## config.mk

```make
export PLATFORM = sky130hd
export DESIGN_NAME = prc_divider
export DESIGN_NICKNAME = d
export VERILOG_FILES = /design/src/hw/rtl/prc_pkg.sv /design/src/hw/rtl/prc_divider.sv
export SDC_FILE = /design/constraint.sdc
export NUM_CORES = 2
export LEC_CHECK = 0
export BUFFER_PORTS_ARGS = -buffer_cell sky130_fd_sc_hd__buf_2
export CORE_ASPECT_RATIO = 1.4
export CORE_MARGIN = 3
export CORE_UTILIZATION = 30
export DETAILED_ROUTE_END_ITERATION = 12
export HOLD_SLACK_MARGIN = 0.06
export PLACE_DENSITY_LB_ADDON = 0.25
export SYNTH_ARGS = -nofsm -noshare
export SYNTH_HDL_FRONTEND = slang
export SYNTH_SLANG_ARGS = --single-unit
```

## constraint.sdc

```tcl
create_clock -name clock -period 7.6 [get_ports clock]
set_clock_uncertainty 0.05 [all_clocks]
set_input_delay 0.76 -clock clock [delete_from_list [all_inputs] [get_ports clock]]
set_output_delay 0.76 -clock clock [all_outputs]
set_load 0.01 [all_outputs]
```

## src/hw/rtl/prc_pkg.sv

```systemverilog
// Shared types and constants of the projective remap coordinate generator.
`timescale 1ns / 1ps
package prc_pkg;

   // Field and arithmetic widths
   localparam int COORD_W   = 12;                 // pixel index
   localparam int DIM_W     = 13;                 // image dimension register
   localparam int MAX_DIM   = 4096;
   localparam int SUB_BITS  = 8;                  // fractional bits of result
   localparam int OUT_W     = 20;                 // result coordinate width
   localparam int COEF_W    = 32;                 // signed Q12.20
   localparam int OFS_W     = COORD_W + 1;        // signed centred offset
   localparam int PROD_W    = COEF_W + OFS_W;     // one coefficient product
   localparam int SUM_W     = PROD_W + 2;         // two products plus a constant
   localparam int Z_W       = SUM_W;              // magnitude of denominator
   localparam int A_W       = SUM_W + SUB_BITS + 1; // magnitude of scaled numerator
   localparam int Q_W       = 22;                 // quotient bits kept
   localparam int R_W       = Z_W + 1;            // partial remainder
   localparam int TW_W      = 26;                 // signed doubled position
   localparam int DIV_LAT   = Q_W + 1;
   localparam int LAT       = DIV_LAT + 6;        // input to result, in cycles

   // Register map
   localparam int ADDR_W    = 6;
   localparam logic [2:0] REG_COEF0  = 3'd0;
   localparam logic [2:0] REG_COEF1  = 3'd1;
   localparam logic [2:0] REG_COEF2  = 3'd2;
   localparam logic [2:0] REG_COEF3  = 3'd3;
   localparam logic [2:0] REG_COEF8  = 3'd4;
   localparam logic [2:0] REG_WIDTH  = 3'd5;
   localparam logic [2:0] REG_HEIGHT = 3'd6;

   typedef struct packed {
      logic [COORD_W-1:0] out_col;
      logic [COORD_W-1:0] out_row;
   } req_type;

   typedef struct packed {
      logic [OUT_W-1:0] src_x;
      logic [OUT_W-1:0] src_y;
      logic             in_range;
   } rsp_type;

endpackage

```

## src/hw/rtl/prc_divider.sv

```systemverilog
// Pipelined restoring divider, one quotient bit per stage, with overflow flag.
`timescale 1ns / 1ps
module prc_divider (
   input  logic                       clock,
   input  logic [prc_pkg::A_W-1:0]    in_a,
   input  logic [prc_pkg::Z_W-1:0]    in_z,
   input  logic                       in_neg,
   output logic [prc_pkg::Q_W-1:0]    quo,
   output logic                       rem_nz,
   output logic                       ovf,
   output logic                       neg
);
   localparam int QW = prc_pkg::Q_W;
   localparam int RW = prc_pkg::R_W;
   localparam int ZW = prc_pkg::Z_W;
   localparam int AW = prc_pkg::A_W;

   logic [RW-1:0] rem_ff [0:QW];
   logic [QW-1:0] low_ff [0:QW];
   logic [QW-1:0] quo_ff [0:QW];
   logic [ZW-1:0] z_ff   [0:QW];
   logic          ovf_ff [0:QW];
   logic          neg_ff [0:QW];

   logic [RW-1:0] top_in;
   assign top_in = RW'(in_a[AW-1:QW]);

   // Load: upper numerator bits seed the remainder; flag quotients too wide
   always_ff @(posedge clock) begin
      rem_ff[0] <= top_in;
      low_ff[0] <= in_a[QW-1:0];
      quo_ff[0] <= '0;
      z_ff[0]   <= in_z;
      ovf_ff[0] <= top_in >= RW'(in_z);
      neg_ff[0] <= in_neg;
   end

   // One compare and subtract per stage
   for (genvar k = 1; k <= QW; k++) begin : g_step
      logic [RW-1:0] trial_in;
      logic          fit_in;
      assign trial_in = {rem_ff[k-1][RW-2:0], low_ff[k-1][QW-1]};
      assign fit_in   = trial_in >= RW'(z_ff[k-1]);
      always_ff @(posedge clock) begin
         rem_ff[k] <= fit_in ? trial_in - RW'(z_ff[k-1]) : trial_in;
         low_ff[k] <= {low_ff[k-1][QW-2:0], 1'b0};
         quo_ff[k] <= {quo_ff[k-1][QW-2:0], fit_in};
         z_ff[k]   <= z_ff[k-1];
         ovf_ff[k] <= ovf_ff[k-1];
         neg_ff[k] <= neg_ff[k-1];
      end
   end

   assign quo    = quo_ff[QW];
   assign rem_nz = rem_ff[QW] != '0;
   assign ovf    = ovf_ff[QW];
   assign neg    = neg_ff[QW];
endmodule

```

# Word-level counts from Yosys, hierarchy flattened
# Memories as Yosys holds them, arrays and structs flattened.
# Cells that the tools add are included.
# word_totals
ff_bits	0
ramBits	3243
inputBits	105
n_memories	6
# op_classes
add_sub_neg	22
magnitude_cmp	23
mux	22
reduce_logical	1
# mem_list
name	depth	word_bits	rd	rd_ports_with_merged_regs	wr	line	source
rem_ff	23	48	23	0	23	prc_divider.sv:18	logic [RW-1:0] rem_ff [0:QW];
z_ff	23	47	22	0	23	prc_divider.sv:21	logic [ZW-1:0] z_ff [0:QW];
low_ff	23	22	22	0	23	prc_divider.sv:19	logic [QW-1:0] low_ff [0:QW];
quo_ff	23	22	23	0	23	prc_divider.sv:20	logic [QW-1:0] quo_ff [0:QW];
neg_ff	23	1	23	0	23	prc_divider.sv:23	logic neg_ff [0:QW];
ovf_ff	23	1	23	0	23	prc_divider.sv:22	logic ovf_ff [0:QW];
# ops
cell	count
$ge A48 B47 Y1	22
$mux W48	22
$sub A48 B47 Y48	22
$reduce_bool A48 Y1	1
$ge A34 B47 Y1	1

# Depth between registers and ports, before layout
# An unclocked memory read counts as a cell.
# depth
ltp_word	3
ltp_mapped	17

# Worst setup path before layout
# OpenSTA, ideal clock, no wires.
# synth_timing
path_kind	register to register
start	mem low_ff[2][109] (netlist bit)
end	mem rem_ff[2][284] (netlist bit)
setup_time_ps	116
t_arrival_ps	3365
required_ps	7434
slack_ps	4069
path_stages_with_launch	15
n_path_buf	0
period_less_slack_ps	3531
path_cell_list	dfxtp_1 inv_1 ha_1 fa_1 nand2b_1 a21boi_1 o21ai_0 a21oi_1 o21ai_1 or4_1 a211o_1 a21oi_1 nor2_1 or4_1 o211a_1
# synth_lines
element	line
from (decl)	prc_divider.sv:19
to (decl)	prc_divider.sv:18

==> out/summary.txt <==
Status -> complete, but fails checks
Violated checks -> capacitance limit
Top cells by area, synth -> dfxtp_1, ha_1, a21oi_1
# IOs -> 130
Comb pwr share -> 0.429
Clk_lat worst skew -> 960 ps
Setup_tns -> 0 ps
Root buffer cell -> clkbuf_16
Yosys warning count -> 0
Die ar. -> 0.424 mm^2
Clock power share -> 0.255
Mapped Nets -> 15,276
Initial DRC count -> 5,213
Synth Area in XOR/XNOR -> 0.0622
CTS sink count -> 2,655
Clk slew on worst S/H paths -> 60 ps
Async set-reset flop share out of synthesis -> 0
Num CTS Buffers -> 295
Chip width -> 551 um
Synth Area in Adders -> 0.109
P_sw -> 22,900 uW
Count of different cell masters after synthesis -> 97
TritonCTS clock tree -> built
Critical path, cell by cell -> ha_1, fa_1, nor2b_1, o2111ai_1, a31oi_1, a41oi_1, nand4_1, o21ai_1, o311a_1, a211oi_1, nor3_2, buf_4, buf_4, o21ai_0
CTS Buffer Depth -> 4
Total Routed Length -> 358,000 um
Vias/cell -> 4.80
Multi-input logic area -> 0.0647 mm^2
Max frequency -> 175 MHz
Slowest Stage Delay on Critical Path -> 1070 ps
H-tree Lvls -> 5
CP Max Fanout -> 54
Largest net degree at the start of global routing -> 97
DPL Wire Length -> 288,000 um
Worst slew pin tran -> 1480 ps
Most Frequent Cell on Critical Path -> buf_4
Worst slack at placement -> 1770 ps
Share of the synthesized area in the top cell type -> 0.426
Grt ovf -> 0
First-pass DRT Iterations -> 6
Period minus WS final -> 5720 ps
Vias in the first global route -> 98,547
Post-DRT Antenna Nets -> 0
Area growth from synthesis to layout -> 14.2%
Synth area leader -> dfxtp_1
CP Class -> flip-flop to flip-flop
Vias -> 95,829
CP Capture Type -> flip-flop
Max VDD drop -> 0.205 mV
Worst path slowest cell -> o21ai_0
RSZ-0062 raised after global routing -> no
Main combinational cell family by area after synthesis -> compound AO/OA/AOI/OAI gates
Leakage power -> 0.0656 uW
Placed inst area -> 0.131 mm^2
Pwr Total -> 59,300 uW
Post-layout util -> 0.345
Flop pwr share -> 0.316
Gpl congestion -> 0.994
Crit-path leading delay family -> compound AO/OA/AOI/OAI gates
Seq cells post-synth -> 2,655
Fin. max-slew vios -> 0
Starting Density -> 0.302
Sequential fraction of the synthesis area -> 0.426
Core Footprint -> 0.413 mm^2
Worst path required time -> 8290 ps
Slew HR -> 0.00361
Post-synthesis cell count -> 14,093
Tot GR Track Use -> 0.163
Most used DFF post-synth -> dfxtp_1
Design Area, Final -> 0.143 mm^2
Fill cells -> 42,848
Critical path startpoint category -> flip-flop
Drt drc -> 0
Nets -> 15,375
P_int -> 36,400 uW
First-pass GRT wire length -> 543,000 um
CP Buf/Inv Count -> 2
Final Setup Violations -> 0
Initial antenna violation count -> 15
Multiplexer share of the synthesized area -> 0.0197
Worst min path class -> flip-flop to flip-flop
Period utilization -> 0.753
# rows -> 279
Die span in y -> 769 um
Cell area after synthesis -> 0.125 mm^2
Power density over the cells -> 416 mW/mm^2
Avg WL per Cell -> 18.0 um
Number of gates resized after cts -> 0
Number of port buffers -> 129
Final setup margin -> 1880 ps
Max Cap Violations -> 1
Post-synthesis average cell area -> 8.86 um^2
Critical path arrival -> 6420 ps
Compound-Gate Fraction of Synth Area -> 0.202
EDFF count, synth -> 0
Sequential cell area -> 0.0532 mm^2
Proportion of layout cells with a drive suffix above 1 -> 0.0604
Final Hold Viols -> 0
Sw frac -> 0.387
Post-synthesis simple-gate area fraction -> 0.124
-- layout make-up --
class                      count  share of cell area
antenna                       47            0.000825
clock buffer                 411              0.0596
clock inverter               116              0.0128
inverter                    1365              0.0359
multi-input combinational   9574               0.454
sequential                  2655               0.373
tap                         5479              0.0481
timing repair buffer         301              0.0162
-- timing repair --
item	4_1_cts	5_1_grt
buffers inserted	0	0
hold buffers	104	0
endpoints found under the hold margin	104	0
-- flip-flops by register name (all words and copies together) (netlist names) --
register,flops
low_ff,253
neg_ff,23
ovf_ff,23
quo_ff,253
rem_ff,1069
z_ff,1034
-- worst register-to-register path, delay by kind of cell, from the launching register on --
kind | cells | cell delay [ps]
AND/OR/NAND/NOR | 3 | 460
adder cells (fa/ha/maj) | 2 | 800
AO/OA/AOI/OAI | 7 | 3020
buffers and inverters | 2 | 590
flip-flops | 1 | 590
-- cell usage in the layout, fill, tap and decap left out, types with 178 or more instances in the layout --
master,synthesis,layout
xnor2_1,535,535
nand3_1,199,199
dfxtp_1,2655,2655
nand2_1,1056,1056
ha_1,1056,1056
a21oi_1,1398,1397
o21ai_0,794,787
a21o_1,693,693
xor2_1,352,352
nand4_1,235,235
clkbuf_16,0,300
o21bai_1,178,178
inv_1,1358,1358
nor2_1,959,954
-- cell usage after synthesis, drive strengths merged (57+ instances only) --
library cell / number
dfxtp: 2655
a21oi: 1398
inv: 1365
ha: 1056
nand2: 1056
nor2: 959
o21ai: 948
a21o: 693
xnor2: 535
clkbuf: 389
xor2: 352
nand4: 235
mux2: 208
nand3: 199
o21bai: 178
nor3: 169
nor2b: 147
a31oi: 125
nand2b: 123
o21a: 114
buf: 110
and3: 104
o31ai: 86
a211oi: 75
a21boi: 61
o211ai: 57
-- power groups by stage --
stage	Combinational [uW]	Clock, uW	Sequential [uW]
finish	25400	15100	18700
global route	28200	16200	19000
CTS	25400	15700	18700
detailed placement	25200	0	19000
global placement	25100	0	19100
floorplan	19000	0	18100
-- through the flow --
step           std cells  hold WS [ps]
3_3_place_gp       19264           260
4_1_cts            19901           236
3_5_place_dp       19270           262
2_1_floorplan      14093           260
5_1_grt            19940           242
6_report           19948           243
-- final timing paths --
path / to / start / cells past startpoint / slack (ps)
worst min-delay path: quo_ff[1][26] / quo_ff[1][3] / 0 / 240
worst min register to register: quo_ff[1][26] / quo_ff[1][3] / 0 / 240
worst max register to register: rem_ff[1][199] / z_ff[1][141] / 14 / 1880
worst max-delay path: rem_ff[1][199] / z_ff[1][141] / 14 / 1880
-- cells by family (layout without fill, tap and decap cells) --
kind of cell / after synthesis / in the layout
other: 0 / 47
buffers and inverters: 1864 / 2193
and+or+nand+nor: 3307 / 3307
AOI/OAI and AO/OA: 4082 / 4082
xor gates and xnor gates: 887 / 887
adders and majority gates: 1078 / 1078
DFF: 2655 / 2655
muxes: 220 / 220
-- metal layers --
| metal | routed length [um] | track usage | share of wire | vias to the layer above |
|---|---|---|---|---|
| met1 | 115000 | 0.134 | 0.32 | 44000 |
| met3 | 9680 | 0.0197 | 0.027 | 1041 |
| li1 | - | - | - | 48994 |
| met4 | 33900 | 0.131 | 0.095 | 0 |
| met5 | 0 | 0 | 0 | - |
| met2 | 199000 | 0.336 | 0.56 | 1794 |
Power figures use the tool's default switching activity.
